### src/hdl/dwql_pkg.sv
// Shared widths, constants and command codes of the dual-window quota limiter.
package dwql_pkg;

    // Field widths
    localparam int unsigned CNT_W     = 24;
    localparam int unsigned TIME_W    = 32;
    localparam int unsigned AMT_W     = 16;
    localparam int unsigned SEC_W     = 17;
    localparam int unsigned CMD_W     = 3;
    localparam int unsigned CFG_IDX_W = 3;

    // Pool ceiling for saturating restore
    localparam logic [CNT_W-1:0] CNT_MAX = {CNT_W{1'b1}};

    // Window gaps in seconds
    localparam logic [TIME_W-1:0] MINUTE_GAP  = 32'd50;
    localparam logic [TIME_W-1:0] DAY_GAP     = 32'd86300;
    localparam logic [SEC_W-1:0]  DAY_SECONDS = 17'd86400;

    // Second of day: 86400 = 2^7 * 675.
    // The low 7 bits pass straight through; the upper part is reduced mod 675
    // by a reciprocal multiply, exact for every 25-bit operand.
    localparam int unsigned DAY_LOW_W  = 7;
    localparam int unsigned Q_W        = TIME_W - DAY_LOW_W;
    localparam int unsigned MULT_W     = 26;
    localparam int unsigned PROD_W     = Q_W + MULT_W;
    localparam int unsigned DIV_SHIFT  = 35;
    localparam int unsigned QUOT_W     = 16;
    localparam int unsigned REM_W      = 10;
    localparam logic [MULT_W-1:0] DIV_MULT = 26'd50903317;
    localparam logic [REM_W-1:0]  DAY_ODD  = 10'd675;

    // Command codes
    typedef enum logic [CMD_W-1:0] {
        CMD_TICK      = 3'd0,
        CMD_REQ_NORM  = 3'd1,
        CMD_REQ_ACT   = 3'd2,
        CMD_RESTORE   = 3'd3,
        CMD_SET_DAILY = 3'd4,
        CMD_REINIT    = 3'd5
    } cmd_t;

    // Configuration register indexes
    typedef enum logic [CFG_IDX_W-1:0] {
        CFG_DAY_LIMIT   = 3'd0,
        CFG_MIN_LIMIT   = 3'd1,
        CFG_ACTIVE_CAP  = 3'd2,
        CFG_PAUSE_START = 3'd3,
        CFG_PAUSE_END   = 3'd4
    } cfg_idx_t;

endpackage

### src/hdl/dual_window_quota_limiter.sv
// Pipeline: input register, post-step snapshot and result register; out_valid comes from the result register.
// Throughput: one item per cycle unless out_ready stalls it; pool state is updated in the
// first stage, so each item sees the pools left by the one before it with no extra wait.
// Bubbles collapse: new items are taken while a finished result waits for its transfer.
// Reset (rst_n low, asynchronous) clears all pools, totals, window starts, configuration
// registers and pipeline valid flags.
module dual_window_quota_limiter (
    input  logic                          clk,
    input  logic                          rst_n,
    // Configuration write channel
    input  logic                          cfg_valid,
    output logic                          cfg_ready,
    input  logic [dwql_pkg::CFG_IDX_W-1:0] cfg_index,
    input  logic [dwql_pkg::CNT_W-1:0]    cfg_data,
    // Input channel
    input  logic                          in_valid,
    output logic                          in_ready,
    input  logic [dwql_pkg::CMD_W-1:0]    cmd,
    input  logic [dwql_pkg::TIME_W-1:0]   now_time,
    input  logic [dwql_pkg::AMT_W-1:0]    amount,
    input  logic                          vip,
    input  logic [dwql_pkg::TIME_W-1:0]   saved_day_time,
    input  logic [dwql_pkg::TIME_W-1:0]   saved_count,
    // Result channel
    output logic                          out_valid,
    input  logic                          out_ready,
    output logic [dwql_pkg::AMT_W-1:0]    granted,
    output logic                          has_quota,
    output logic                          has_active_quota,
    output logic                          busy_res,
    output logic [dwql_pkg::CNT_W-1:0]    daily_remaining,
    output logic [dwql_pkg::CNT_W-1:0]    minute_remaining,
    output logic [dwql_pkg::CNT_W-1:0]    active_remaining,
    output logic [dwql_pkg::TIME_W-1:0]   active_day_total,
    output logic [dwql_pkg::TIME_W-1:0]   vip_minute_used,
    output logic [dwql_pkg::TIME_W-1:0]   vip_day_used,
    output logic [dwql_pkg::TIME_W-1:0]   day_window_start
);

    // ------------------------------------------------------------------
    // Configuration registers
    // ------------------------------------------------------------------
    logic [dwql_pkg::CNT_W-1:0] day_limit_reg;
    logic [dwql_pkg::CNT_W-1:0] min_limit_reg;
    logic [dwql_pkg::CNT_W-1:0] active_cap_reg;
    logic [dwql_pkg::SEC_W-1:0] pause_start_reg;
    logic [dwql_pkg::SEC_W-1:0] pause_end_reg;

    assign cfg_ready = 1'b1;

    always_ff @(posedge clk or negedge rst_n)
    begin
        if (!rst_n)
        begin
            day_limit_reg   <= '0;
            min_limit_reg   <= '0;
            active_cap_reg  <= '0;
            pause_start_reg <= '0;
            pause_end_reg   <= '0;
        end
        else if (cfg_valid)
        begin
            unique case (cfg_index)
                dwql_pkg::CFG_DAY_LIMIT:   day_limit_reg   <= cfg_data;
                dwql_pkg::CFG_MIN_LIMIT:   min_limit_reg   <= cfg_data;
                dwql_pkg::CFG_ACTIVE_CAP:  active_cap_reg  <= cfg_data;
                dwql_pkg::CFG_PAUSE_START: pause_start_reg <= cfg_data[dwql_pkg::SEC_W-1:0];
                dwql_pkg::CFG_PAUSE_END:   pause_end_reg   <= cfg_data[dwql_pkg::SEC_W-1:0];
                default: ;
            endcase
        end
    end

    // ------------------------------------------------------------------
    // Pipeline control: a stage moves when the one after it is free or moving
    // ------------------------------------------------------------------
    logic s1_valid_reg, s2_valid_reg, s3_valid_reg;
    logic en1, en2, en3;
    logic s1_fire;

    assign en3      = !s3_valid_reg || out_ready;
    assign en2      = !s2_valid_reg || en3;
    assign en1      = !s1_valid_reg || en2;
    assign in_ready = en1;
    assign s1_fire  = s1_valid_reg && en2;

    always_ff @(posedge clk or negedge rst_n)
    begin
        if (!rst_n)
        begin
            s1_valid_reg <= 1'b0;
            s2_valid_reg <= 1'b0;
            s3_valid_reg <= 1'b0;
        end
        else
        begin
            if (en1)
                s1_valid_reg <= in_valid;
            if (en2)
                s2_valid_reg <= s1_valid_reg;
            if (en3)
                s3_valid_reg <= s2_valid_reg;
        end
    end

    // ------------------------------------------------------------------
    // Stage 1: input register
    // ------------------------------------------------------------------
    logic [dwql_pkg::CMD_W-1:0]  s1_cmd_reg;
    logic [dwql_pkg::TIME_W-1:0] s1_now_reg;
    logic [dwql_pkg::AMT_W-1:0]  s1_amt_reg;
    logic                        s1_vip_reg;
    logic [dwql_pkg::TIME_W-1:0] s1_sday_reg;
    logic [dwql_pkg::TIME_W-1:0] s1_scnt_reg;

    always_ff @(posedge clk)
    begin
        if (en1 && in_valid)
        begin
            s1_cmd_reg  <= cmd;
            s1_now_reg  <= now_time;
            s1_amt_reg  <= amount;
            s1_vip_reg  <= vip;
            s1_sday_reg <= saved_day_time;
            s1_scnt_reg <= saved_count;
        end
    end

    // ------------------------------------------------------------------
    // Limiter state
    // ------------------------------------------------------------------
    logic [dwql_pkg::CNT_W-1:0]  daily_left_reg,  daily_left_next;
    logic [dwql_pkg::CNT_W-1:0]  minute_left_reg, minute_left_next;
    logic [dwql_pkg::CNT_W-1:0]  active_left_reg, active_left_next;
    logic [dwql_pkg::TIME_W-1:0] active_total_day_reg, active_total_day_next;
    logic [dwql_pkg::TIME_W-1:0] vip_total_minute_reg, vip_total_minute_next;
    logic [dwql_pkg::TIME_W-1:0] vip_total_day_reg,    vip_total_day_next;
    logic [dwql_pkg::TIME_W-1:0] minute_window_start_reg, minute_window_start_next;
    logic [dwql_pkg::TIME_W-1:0] day_window_begin_reg,    day_window_begin_next;
    logic [dwql_pkg::AMT_W-1:0]  s2_granted_next;

    // Stage 1 helpers
    logic [dwql_pkg::CNT_W-1:0]  s1_amt_ext;
    logic [dwql_pkg::TIME_W-1:0] s1_amt_wide;
    logic [dwql_pkg::TIME_W-1:0] min_elapsed;
    logic [dwql_pkg::TIME_W-1:0] day_elapsed;
    logic                        norm_ok;
    logic                        act_ok;
    logic [dwql_pkg::CNT_W:0]    daily_sum;
    logic [dwql_pkg::CNT_W:0]    minute_sum;
    logic [dwql_pkg::TIME_W-1:0] day_limit_wide;

    assign s1_amt_ext     = dwql_pkg::CNT_W'(s1_amt_reg);
    assign s1_amt_wide    = dwql_pkg::TIME_W'(s1_amt_reg);
    assign min_elapsed    = s1_now_reg - minute_window_start_reg;
    assign day_elapsed    = s1_now_reg - day_window_begin_reg;
    assign norm_ok        = (daily_left_reg >= s1_amt_ext) && (minute_left_reg >= s1_amt_ext);
    assign act_ok         = active_left_reg >= s1_amt_ext;
    assign daily_sum      = {1'b0, daily_left_reg} + {1'b0, s1_amt_ext};
    assign minute_sum     = {1'b0, minute_left_reg} + {1'b0, s1_amt_ext};
    assign day_limit_wide = dwql_pkg::TIME_W'(day_limit_reg);

    // Command decode and next state
    always_comb
    begin
        daily_left_next          = daily_left_reg;
        minute_left_next         = minute_left_reg;
        active_left_next         = active_left_reg;
        active_total_day_next    = active_total_day_reg;
        vip_total_minute_next    = vip_total_minute_reg;
        vip_total_day_next       = vip_total_day_reg;
        minute_window_start_next = minute_window_start_reg;
        day_window_begin_next    = day_window_begin_reg;
        s2_granted_next          = '0;

        unique case (s1_cmd_reg)
            dwql_pkg::CMD_TICK:
            begin
                if (min_elapsed > dwql_pkg::MINUTE_GAP)
                begin
                    minute_left_next         = min_limit_reg;
                    active_left_next         = active_cap_reg;
                    vip_total_minute_next    = '0;
                    minute_window_start_next = s1_now_reg;
                end
                if (day_elapsed > dwql_pkg::DAY_GAP)
                begin
                    daily_left_next       = day_limit_reg;
                    active_total_day_next = '0;
                    vip_total_day_next    = '0;
                    day_window_begin_next = s1_now_reg;
                end
            end
            dwql_pkg::CMD_REQ_NORM:
            begin
                if (norm_ok)
                begin
                    daily_left_next  = daily_left_reg - s1_amt_ext;
                    minute_left_next = minute_left_reg - s1_amt_ext;
                    s2_granted_next  = s1_amt_reg;
                end
            end
            dwql_pkg::CMD_REQ_ACT:
            begin
                if (act_ok)
                begin
                    active_left_next      = active_left_reg - s1_amt_ext;
                    active_total_day_next = active_total_day_reg + s1_amt_wide;
                    if (s1_vip_reg)
                    begin
                        vip_total_day_next    = vip_total_day_reg + s1_amt_wide;
                        vip_total_minute_next = vip_total_minute_reg + s1_amt_wide;
                    end
                    s2_granted_next = s1_amt_reg;
                end
            end
            dwql_pkg::CMD_RESTORE:
            begin
                // saturate at the pool ceiling
                daily_left_next  = daily_sum[dwql_pkg::CNT_W] ? dwql_pkg::CNT_MAX
                                                              : daily_sum[dwql_pkg::CNT_W-1:0];
                minute_left_next = minute_sum[dwql_pkg::CNT_W] ? dwql_pkg::CNT_MAX
                                                               : minute_sum[dwql_pkg::CNT_W-1:0];
            end
            dwql_pkg::CMD_SET_DAILY:
            begin
                daily_left_next = (s1_scnt_reg > day_limit_wide)
                                ? day_limit_reg : s1_scnt_reg[dwql_pkg::CNT_W-1:0];
                day_window_begin_next = s1_sday_reg;
            end
            dwql_pkg::CMD_REINIT:
            begin
                daily_left_next          = day_limit_reg;
                minute_left_next         = min_limit_reg;
                minute_window_start_next = s1_now_reg;
                day_window_begin_next    = s1_now_reg;
                active_left_next         = '0;
                active_total_day_next    = '0;
                vip_total_minute_next    = '0;
                vip_total_day_next       = '0;
            end
            default: ;
        endcase
    end

    // State update as the item leaves stage 1
    always_ff @(posedge clk or negedge rst_n)
    begin
        if (!rst_n)
        begin
            daily_left_reg          <= '0;
            minute_left_reg         <= '0;
            active_left_reg         <= '0;
            active_total_day_reg    <= '0;
            vip_total_minute_reg    <= '0;
            vip_total_day_reg       <= '0;
            minute_window_start_reg <= '0;
            day_window_begin_reg    <= '0;
        end
        else if (s1_fire)
        begin
            daily_left_reg          <= daily_left_next;
            minute_left_reg         <= minute_left_next;
            active_left_reg         <= active_left_next;
            active_total_day_reg    <= active_total_day_next;
            vip_total_minute_reg    <= vip_total_minute_next;
            vip_total_day_reg       <= vip_total_day_next;
            minute_window_start_reg <= minute_window_start_next;
            day_window_begin_reg    <= day_window_begin_next;
        end
    end

    // Quotient of (now >> 7) / 675 by reciprocal multiply
    logic [dwql_pkg::PROD_W-1:0] s1_div_prod;

    assign s1_div_prod = dwql_pkg::PROD_W'(s1_now_reg[dwql_pkg::TIME_W-1:dwql_pkg::DAY_LOW_W])
                       * dwql_pkg::PROD_W'(dwql_pkg::DIV_MULT);

    // ------------------------------------------------------------------
    // Stage 2: post-step snapshot and partial second-of-day
    // ------------------------------------------------------------------
    logic [dwql_pkg::AMT_W-1:0]     s2_granted_reg;
    logic [dwql_pkg::AMT_W-1:0]     s2_amt_reg;
    logic [dwql_pkg::CNT_W-1:0]     s2_daily_reg;
    logic [dwql_pkg::CNT_W-1:0]     s2_minute_reg;
    logic [dwql_pkg::CNT_W-1:0]     s2_active_reg;
    logic [dwql_pkg::TIME_W-1:0]    s2_act_total_reg;
    logic [dwql_pkg::TIME_W-1:0]    s2_vip_min_reg;
    logic [dwql_pkg::TIME_W-1:0]    s2_vip_day_reg;
    logic [dwql_pkg::TIME_W-1:0]    s2_day_begin_reg;
    logic [dwql_pkg::Q_W-1:0]       s2_q_reg;
    logic [dwql_pkg::QUOT_W-1:0]    s2_quot_reg;
    logic [dwql_pkg::DAY_LOW_W-1:0] s2_low_reg;

    always_ff @(posedge clk)
    begin
        if (s1_fire)
        begin
            s2_granted_reg   <= s2_granted_next;
            s2_amt_reg       <= s1_amt_reg;
            s2_daily_reg     <= daily_left_next;
            s2_minute_reg    <= minute_left_next;
            s2_active_reg    <= active_left_next;
            s2_act_total_reg <= active_total_day_next;
            s2_vip_min_reg   <= vip_total_minute_next;
            s2_vip_day_reg   <= vip_total_day_next;
            s2_day_begin_reg <= day_window_begin_next;
            s2_q_reg         <= s1_now_reg[dwql_pkg::TIME_W-1:dwql_pkg::DAY_LOW_W];
            s2_quot_reg      <= s1_div_prod[dwql_pkg::DIV_SHIFT +: dwql_pkg::QUOT_W];
            s2_low_reg       <= s1_now_reg[dwql_pkg::DAY_LOW_W-1:0];
        end
    end

    // Remainder mod 675, then second of day
    logic [dwql_pkg::Q_W-1:0]   s2_rem_full;
    logic [dwql_pkg::SEC_W-1:0] s2_sec;
    logic [dwql_pkg::CNT_W-1:0] s2_amt_ext;
    logic                       s2_busy;
    logic                       s2_has_quota;
    logic                       s2_has_act;

    assign s2_rem_full = s2_q_reg - (dwql_pkg::Q_W'(s2_quot_reg) * dwql_pkg::Q_W'(dwql_pkg::DAY_ODD));
    assign s2_sec      = {s2_rem_full[dwql_pkg::REM_W-1:0], s2_low_reg};
    assign s2_amt_ext  = dwql_pkg::CNT_W'(s2_amt_reg);

    // Pool flags after the step
    assign s2_has_quota = (s2_daily_reg >= s2_amt_ext) && (s2_minute_reg >= s2_amt_ext);
    assign s2_has_act   = s2_active_reg >= s2_amt_ext;

    // Pause window, possibly wrapping past midnight
    always_comb
    begin
        priority if (pause_start_reg < pause_end_reg)
            s2_busy = (s2_sec > pause_start_reg) && (s2_sec < pause_end_reg);
        else if (pause_start_reg > pause_end_reg)
            s2_busy = (s2_sec < pause_end_reg) || (s2_sec > pause_start_reg);
        else
            s2_busy = 1'b0;
    end

    // ------------------------------------------------------------------
    // Stage 3: result register
    // ------------------------------------------------------------------
    logic [dwql_pkg::AMT_W-1:0]  s3_granted_reg;
    logic                        s3_has_quota_reg;
    logic                        s3_has_act_reg;
    logic                        s3_busy_reg;
    logic [dwql_pkg::CNT_W-1:0]  s3_daily_reg;
    logic [dwql_pkg::CNT_W-1:0]  s3_minute_reg;
    logic [dwql_pkg::CNT_W-1:0]  s3_active_reg;
    logic [dwql_pkg::TIME_W-1:0] s3_act_total_reg;
    logic [dwql_pkg::TIME_W-1:0] s3_vip_min_reg;
    logic [dwql_pkg::TIME_W-1:0] s3_vip_day_reg;
    logic [dwql_pkg::TIME_W-1:0] s3_day_begin_reg;

    always_ff @(posedge clk)
    begin
        if (en3 && s2_valid_reg)
        begin
            s3_granted_reg   <= s2_granted_reg;
            s3_has_quota_reg <= s2_has_quota;
            s3_has_act_reg   <= s2_has_act;
            s3_busy_reg      <= s2_busy;
            s3_daily_reg     <= s2_daily_reg;
            s3_minute_reg    <= s2_minute_reg;
            s3_active_reg    <= s2_active_reg;
            s3_act_total_reg <= s2_act_total_reg;
            s3_vip_min_reg   <= s2_vip_min_reg;
            s3_vip_day_reg   <= s2_vip_day_reg;
            s3_day_begin_reg <= s2_day_begin_reg;
        end
    end

    assign out_valid        = s3_valid_reg;
    assign granted          = s3_granted_reg;
    assign has_quota        = s3_has_quota_reg;
    assign has_active_quota = s3_has_act_reg;
    assign busy_res         = s3_busy_reg;
    assign daily_remaining  = s3_daily_reg;
    assign minute_remaining = s3_minute_reg;
    assign active_remaining = s3_active_reg;
    assign active_day_total = s3_act_total_reg;
    assign vip_minute_used  = s3_vip_min_reg;
    assign vip_day_used     = s3_vip_day_reg;
    assign day_window_start = s3_day_begin_reg;

`ifndef SYNTHESIS
    // State only moves when an item leaves stage 1
    a_state_hold: assert property (@(posedge clk) disable iff (!rst_n)
        !s1_fire |=> $stable(daily_left_reg) && $stable(active_left_reg)
                     && $stable(day_window_begin_reg))
        else $error("limiter state changed with no item in update");

    // A granted normal request debits both pools by the amount
    a_norm_debit: assert property (@(posedge clk) disable iff (!rst_n)
        s1_fire && (s1_cmd_reg == dwql_pkg::CMD_REQ_NORM) && norm_ok
        |=> (daily_left_reg == $past(daily_left_reg) - $past(s1_amt_ext))
            && (minute_left_reg == $past(minute_left_reg) - $past(s1_amt_ext)))
        else $error("normal grant did not debit both pools");

    // A restored daily point never exceeds the daily cap
    a_set_day_limit: assert property (@(posedge clk) disable iff (!rst_n)
        s1_fire && (s1_cmd_reg == dwql_pkg::CMD_SET_DAILY)
        |=> daily_left_reg <= $past(day_limit_reg))
        else $error("daily point above cap");

    // Second-of-day reduction stays inside one day
    a_sec_range: assert property (@(posedge clk) disable iff (!rst_n)
        s2_valid_reg |-> s2_sec < dwql_pkg::DAY_SECONDS)
        else $error("second of day out of range");
`endif

endmodule

### config.mk
export PLATFORM = sky130hd
export DESIGN_NAME = dual_window_quota_limiter
export DESIGN_NICKNAME = d
export VERILOG_FILES = /design/src/hdl/dwql_pkg.sv /design/src/hdl/dual_window_quota_limiter.sv
export SDC_FILE = /design/constraint.sdc
export NUM_CORES = 2
export LEC_CHECK = 0
export BUFFER_PORTS_ARGS = -buffer_cell sky130_fd_sc_hd__buf_4
export CAP_MARGIN = 20
export CORE_ASPECT_RATIO = 0.75
export CORE_MARGIN = 4
export CORE_UTILIZATION = 25
export DETAILED_ROUTE_END_ITERATION = 16
export PLACE_DENSITY = 0.5
export SYNTH_ARGS = -nofsm -noshare
export SYNTH_HDL_FRONTEND = slang
export SYNTH_SLANG_ARGS = --single-unit
### constraint.sdc
create_clock -name clk -period 23.3 [get_ports clk]
set_clock_uncertainty 0.15 [all_clocks]
set_input_delay 4.66 -clock clk [delete_from_list [all_inputs] [get_ports clk]]
set_output_delay 4.66 -clock clk [all_outputs]
set_load 0.02 [all_outputs]
# ---- Yosys cells after proc, flatten, opt, wreduce, memory -nomap -nowiden
# Index checks and enable logic that the tools add are counted.
dict set report totals {
  register_bits 941
  out_inout_bits 222
  word_cells 135
  inputBits 148
}
dict set report classes {
  add_sub_neg 11
  mux 32
  eq_ne 10
  n_mul 2
  magnitude_cmp 13
  reduce_logical 22
}
# cell count
set op_table {}
lappend op_table {{one-hot mux 32 bit (3 select lines)} 4}
lappend op_table {{two-way mux 32 bit} 10}
lappend op_table {{two-way mux 24 bit} 9}
lappend op_table {{greater-or-equal comparator 24 x 16 -> 1 bit} 6}
lappend op_table {{one-hot mux 24 bit (5 select lines)} 1}
lappend op_table {{adder 32 x 16 -> 32 bit} 3}
lappend op_table {{one-hot mux 24 bit (4 select lines)} 1}
lappend op_table {{one-hot mux 24 bit (3 select lines)} 1}
lappend op_table {{subtractor 24 x 16 -> 24 bit} 3}
lappend op_table {{one-hot mux 32 bit (2 select lines)} 1}
lappend op_table {{subtractor 32 bit} 2}
lappend op_table {{multiplier 25 x 26 -> 51 bit, second input constant} 1}
lappend op_table {{adder 24 x 16 -> 25 bit} 2}
lappend op_table {{greater-than comparator 17 bit} 2}
lappend op_table {{< comparator 17 bit} 2}
lappend op_table {{greater-than comparator 32 x 17 -> 1 bit, second input constant} 1}
lappend op_table {{greater-than comparator 32 x 24 -> 1 bit} 1}
lappend op_table {{greater-than comparator 32 x 6 -> 1 bit, second input constant} 1}
lappend op_table {{two-way mux 16 bit} 2}
lappend op_table {{one-hot mux 16 bit (2 select lines)} 1}
lappend op_table {{multiplier 16 x 10 -> 10 bit, second input constant} 1}
lappend op_table {{== test 3 x 2 -> 1 bit, second input constant} 4}
lappend op_table {{AND reduction 2 bit} 5}
lappend op_table {{subtractor 10 bit} 1}
lappend op_table {{10 further kinds} 25}

# ---- Logic depth before layout (Yosys ltp)
dict set report depth {
  depth_word 6
  depth_mapped 27
  mapped_depth_nobuf 27
}

# ---- Worst setup path before layout
# Ideal clock, no wire load.
dict set report synth_timing {
  path_kind {input-to-reg}
  startpoint {in out_ready}
  endpoint {reg daily_left_reg[5] (netlist name)}
  t_arrival_ns 13.126
  slack_ns 9.571
  setup_time_ns 0.452
  n_path_buf 3
  path_stages 8
  path_cell_list {nor2b_1 -> nand2_1 -> nand2_1 -> clkinv_1 -> clkbuf_1 -> clkbuf_1 -> clkbuf_1 -> a21oi_1}
}
dict set report synth_between {
  elab_chain_len 3
}
# element line_no
set synth_lines {}
lappend synth_lines {{start: declaration} dual_window_quota_limiter.sv:26} ;# input logic out_ready,
lappend synth_lines {{logical OR 1 bit} dual_window_quota_limiter.sv:81} ;# assign en3 = !s3_valid_reg || out_ready;
lappend synth_lines {{logical OR 1 bit} dual_window_quota_limiter.sv:82} ;# assign en2 = !s2_valid_reg || en3;
lappend synth_lines {{logical AND 1 bit} dual_window_quota_limiter.sv:85} ;# assign s1_fire = s1_valid_reg && en2;
lappend synth_lines {{named net s1_fire} dual_window_quota_limiter.sv:79} ;# logic s1_fire;
lappend synth_lines {{end signal: assignment} dual_window_quota_limiter.sv:262} ;# daily_left_reg <= daily_left_next;
lappend synth_lines {{end: declaration} dual_window_quota_limiter.sv:132} ;# logic [dwql_pkg::CNT_W-1:0] daily_left_reg, daily_left_next;
# The timed path passes the listed nets, and every way through them passes these cells.
# A chain may end at the register's enable or synchronous reset.

# ---- Final worst setup path
dict set report layout_timing {
  startpoint {in out_ready}
  endpoint {out in_ready}
}
dict set report layout_between {
  elab_chain_len 3
}
# element line_no
set layout_lines {}
lappend layout_lines {{logical OR 1 bit} dual_window_quota_limiter.sv:81}
lappend layout_lines {{logical OR 1 bit} dual_window_quota_limiter.sv:82}
lappend layout_lines {{logical OR 1 bit} dual_window_quota_limiter.sv:83} ;# assign en1 = !s1_valid_reg || en2;
lappend layout_lines {{end: declaration} dual_window_quota_limiter.sv:17} ;# output logic in_ready,
# No other way between the ends.

==> metrics.md <==
| Metric | Value |
|---|---|
| Run status | `completed` |
| Initial antenna violation count | `34` |
| Register area share after synthesis | `44.3%` |
| Worst slew pin tran | `1.15 ns` |
| Vias/cell | `~5` |
| Tmin final | `10.06 ns` |
| Post-CTS Setup Bufs | `0` |
| Initial DRC Count | `4330` |
| Final TNS setup | `0 ns` |
| NetSw | `3.80 mW` |
| CP top delay family | `buffers and inverters` |
| Vias in the first global route | `44600` |
| Most frequent cells in the layout | `632 x inv_1, 594 x edfxtp_1, 588 x ha_1, 497 x nand2_1, 459 x buf_4` |
| CTS Buffer Depth | `3` |
| Worst EP required | `18.49 ns` |
| Post-Syn Nets | `6579` |
| Row count | `154` |
| DR vias | `45700` |
| Pwr/cell area | `128 nW/um^2` |
| Fmax | `0.0994 GHz` |
| Top cells by area, synth | `edfxtp_1 30%, dfrtp_1 14%, ha_1 12%` |
| Crit Path Max Fanout | `3` |
| Total power | `~9 mW` |
| Worst path bufs/invs | `2` |
| Nets | `~6900` |
| Leak Pwr | `30.1 nW` |
| Mean post-synth cell area | `10.5 um^2` |
| Setup-failing EPs final | `0` |
| Ys async rst share | `36.5%` |
| CTS tree | `built` |
| CTS clock-pin slew for the worst setup and hold paths | `roughly 0.06 ns` |
| CP startpoint kind | `input port` |
| Slew Limit Fails | `0` |
| Post-CTS Resized | `0` |
| Max IR drop VDD | `0.000209 V` |
| Die Width | `roughly 570 um` |
| Syn-to-layout area delta | `17.6%` |
| Post-DRT Antenna Nets | `0` |
| #FFs+latches synth | `935` |
| Routed WL | `208000 um` |
| All-layer global routing usage | `16.5%` |
| WL/cell | `22.6 um` |
| Flop pwr share | `27.0%` |
| Cell-by-cell trace of the critical path | `buf_4, nor2b_1, nand3_1, buf_4` |
| Final core occ | `29.7%` |
| IO buf count | `368` |
| CTS Root Cell | `clkbuf_16` |
| Post-DP HPWL | `155000 um` |
| Clock network fraction of total power | `between 20% and 30%` |
| Internal cell power | `5.17 mW` |
| Post-Synthesis Cells | `~5600` |
| Max cap viols | `0` |
| Clock Latency Late Sink | `0.75 ns` |
| Main synth FF type | `edfxtp_1` |
| Sink Count | `935` |
| Commonest non-fill, non-tap cell in the layout | `inv_1` |
| Share of the synthesized area in the top cell type | `30.0%` |
| Distinct cells, synth | `107` |
| Layout cells sized above 1 | `about an eighth` |
| CP max stage delay | `0.19 ns` |
| Fillcell total | `~24000` |
| Worst min path class | `reg -> reg` |
| WP data arrival | `approximately 5.3 ns` |
| Most used cell along the critical path | `buf_4` |
| Final Wtd Congestion | `0.902` |
| First-pass GRT wire length | `304000 um` |
| Crit-path slowest cell | `buf_4` |
| H-tree levels | `3` |
| CP endpoint kind | `output pin` |
| Fin. Hold Viols | `0` |
| Final period util | `a little over two fifths` |
| Finished Layout Cells | `9212` |
| Post-synth EDFFs | `594` |
| Yosys top cell by area | `edfxtp_1` |
| Placed Instances | `9002` |
| Total core area | `236000 um^2` |
| Slew HR | `22.6%` |
| CTS Buf Count | `around 100` |
| Io pins | `370` |
| RSZ-0062 raised after global routing | `false` |
| Syn. warnings | `0` |
| Die area | `about 250000 um^2` |
| Worst setup path class | `in -> out` |
| Hold_ws | `0.266 ns` |
| Hold Buf Count CTS | `0` |
| Gr ovfl total | `0` |
| Initial Util | `25.2%` |
| Largest net degree at the start of global routing | `134` |
| Sw frac | `between 40% and 50%` |
| DRC Markers | `0` |
| TritonRoute pass-1 iters | `6` |
| Part of the power in combinational logic | `52.8%` |
| Mapped cell area | `approximately 59000 um^2` |
| Floorplan die height | `approximately 430 um` |
[layer usage]
layer / vias to the layer above / part of all wire, % / GRT usage (%)
met3: 261 / 7.7 / 3.72
met4: 18 / 2.6 / 4.50
li1: 21100 / - / -
met5: - / 0.059 / 0
met2: 1519 / 42 / 24.0
met1: 22800 / 47 / 24.4
[kinds of logic after synthesis]
family / Yosys count / share of synthesized area (%)
compound gates: 1468 / 16.2
xor+xnor: 155 / 2.28
buf+inv: 857 / 5.51
flops: 935 / 44.3
mux: 99 / 1.84
fa+ha+maj: 791 / 19.2
simple gates: 1334 / 10.6
other cells: 1 / 0.00630
[worst paths after layout]
path	from	to	slack, ns	cells past startpoint
worst max-delay path	out_ready	in_ready	13.24	4
worst min-delay path	s2_act_total_reg[27]	active_day_total[27]	0.27	0
worst max register to register	s1_now_reg[12]	s2_quot_reg[9]	15.62	26
worst min register to register	s2_act_total_reg[27]	active_day_total[27]	0.27	0
max in group asynchronous	rst_n	pause_end_reg[0]	17.59	2
min in group asynchronous	rst_n	vip_total_day_reg[6]	3.87	1
[power by group through the flow]
stage          clock [mW]  sequential (mW)  combinational (mW)
3_3_place_gp            0             2.45                4.63
5_1_grt              1.93             2.46                5.38
3_5_place_dp            0             2.45                4.70
2_1_floorplan           0             2.43                3.32
6_report             1.81             2.42                4.74
4_1_cts              1.87             2.42                4.74
[metrics by stage]
stage	setup slack, ns	cell area [um^2]
global placement	13.22	66100
CTS	13.23	69900
global route	13.18	69900
finish	13.24	69900
detailed placement	13.24	66200
floorplan	9.57	59500
[final cells by class]
type                            count  area (um^2)  share of cell area (%)
Sequential cell                   935        26400                    37.7
Clock buffer                      125         2730                    3.91
Antenna cell                       11         27.5                  0.0394
Clock inverter                     73         1000                    1.43
Timing Repair Buffer              465         3560                    5.09
Inverter                          635         2390                    3.42
Tap cell                         3120         3900                    5.58
Multi-Input combinational cell   3848        30000                    42.8
[worst register-to-register path: cells and delay by family, from the launching register on]
family	cells	cell delay, ns
compound gates	8	2.08
xor+xnor	1	0.14
fa+ha+maj	8	3.48
buf+inv	7	0.93
flops	1	0.32
simple gates	2	0.38
[cell usage after synthesis (17+ instances only)]
library cell  instances
nand4_1              58
inv_1               632
nor4_1               27
a211oi_1             51
o31ai_1              62
ha_1                588
nor2_1              308
dfrtp_1             341
buf_2                27
fa_1                203
a222oi_1             24
o211ai_1             44
o21ai_0             376
o21bai_1             27
and2_1               30
edfxtp_1            594
a22oi_1              42
nand3_1              85
o2bb2ai_1            17
clkbuf_1            181
a31oi_1              64
xor2_1               48
and3_1               38
mux2_2               85
o21a_1               33
o22ai_1              18
a211o_1              21
xnor2_1             107
and4_1               18
a221oi_1             35
a22o_1               38
nand2b_1             40
or2_2                21
nor3_1               85
a21o_1               98
nand2_1             499
a221o_1              24
nor2b_1              40
a21oi_1             343
or3_1                27
Power figures use the tool's default switching activity.
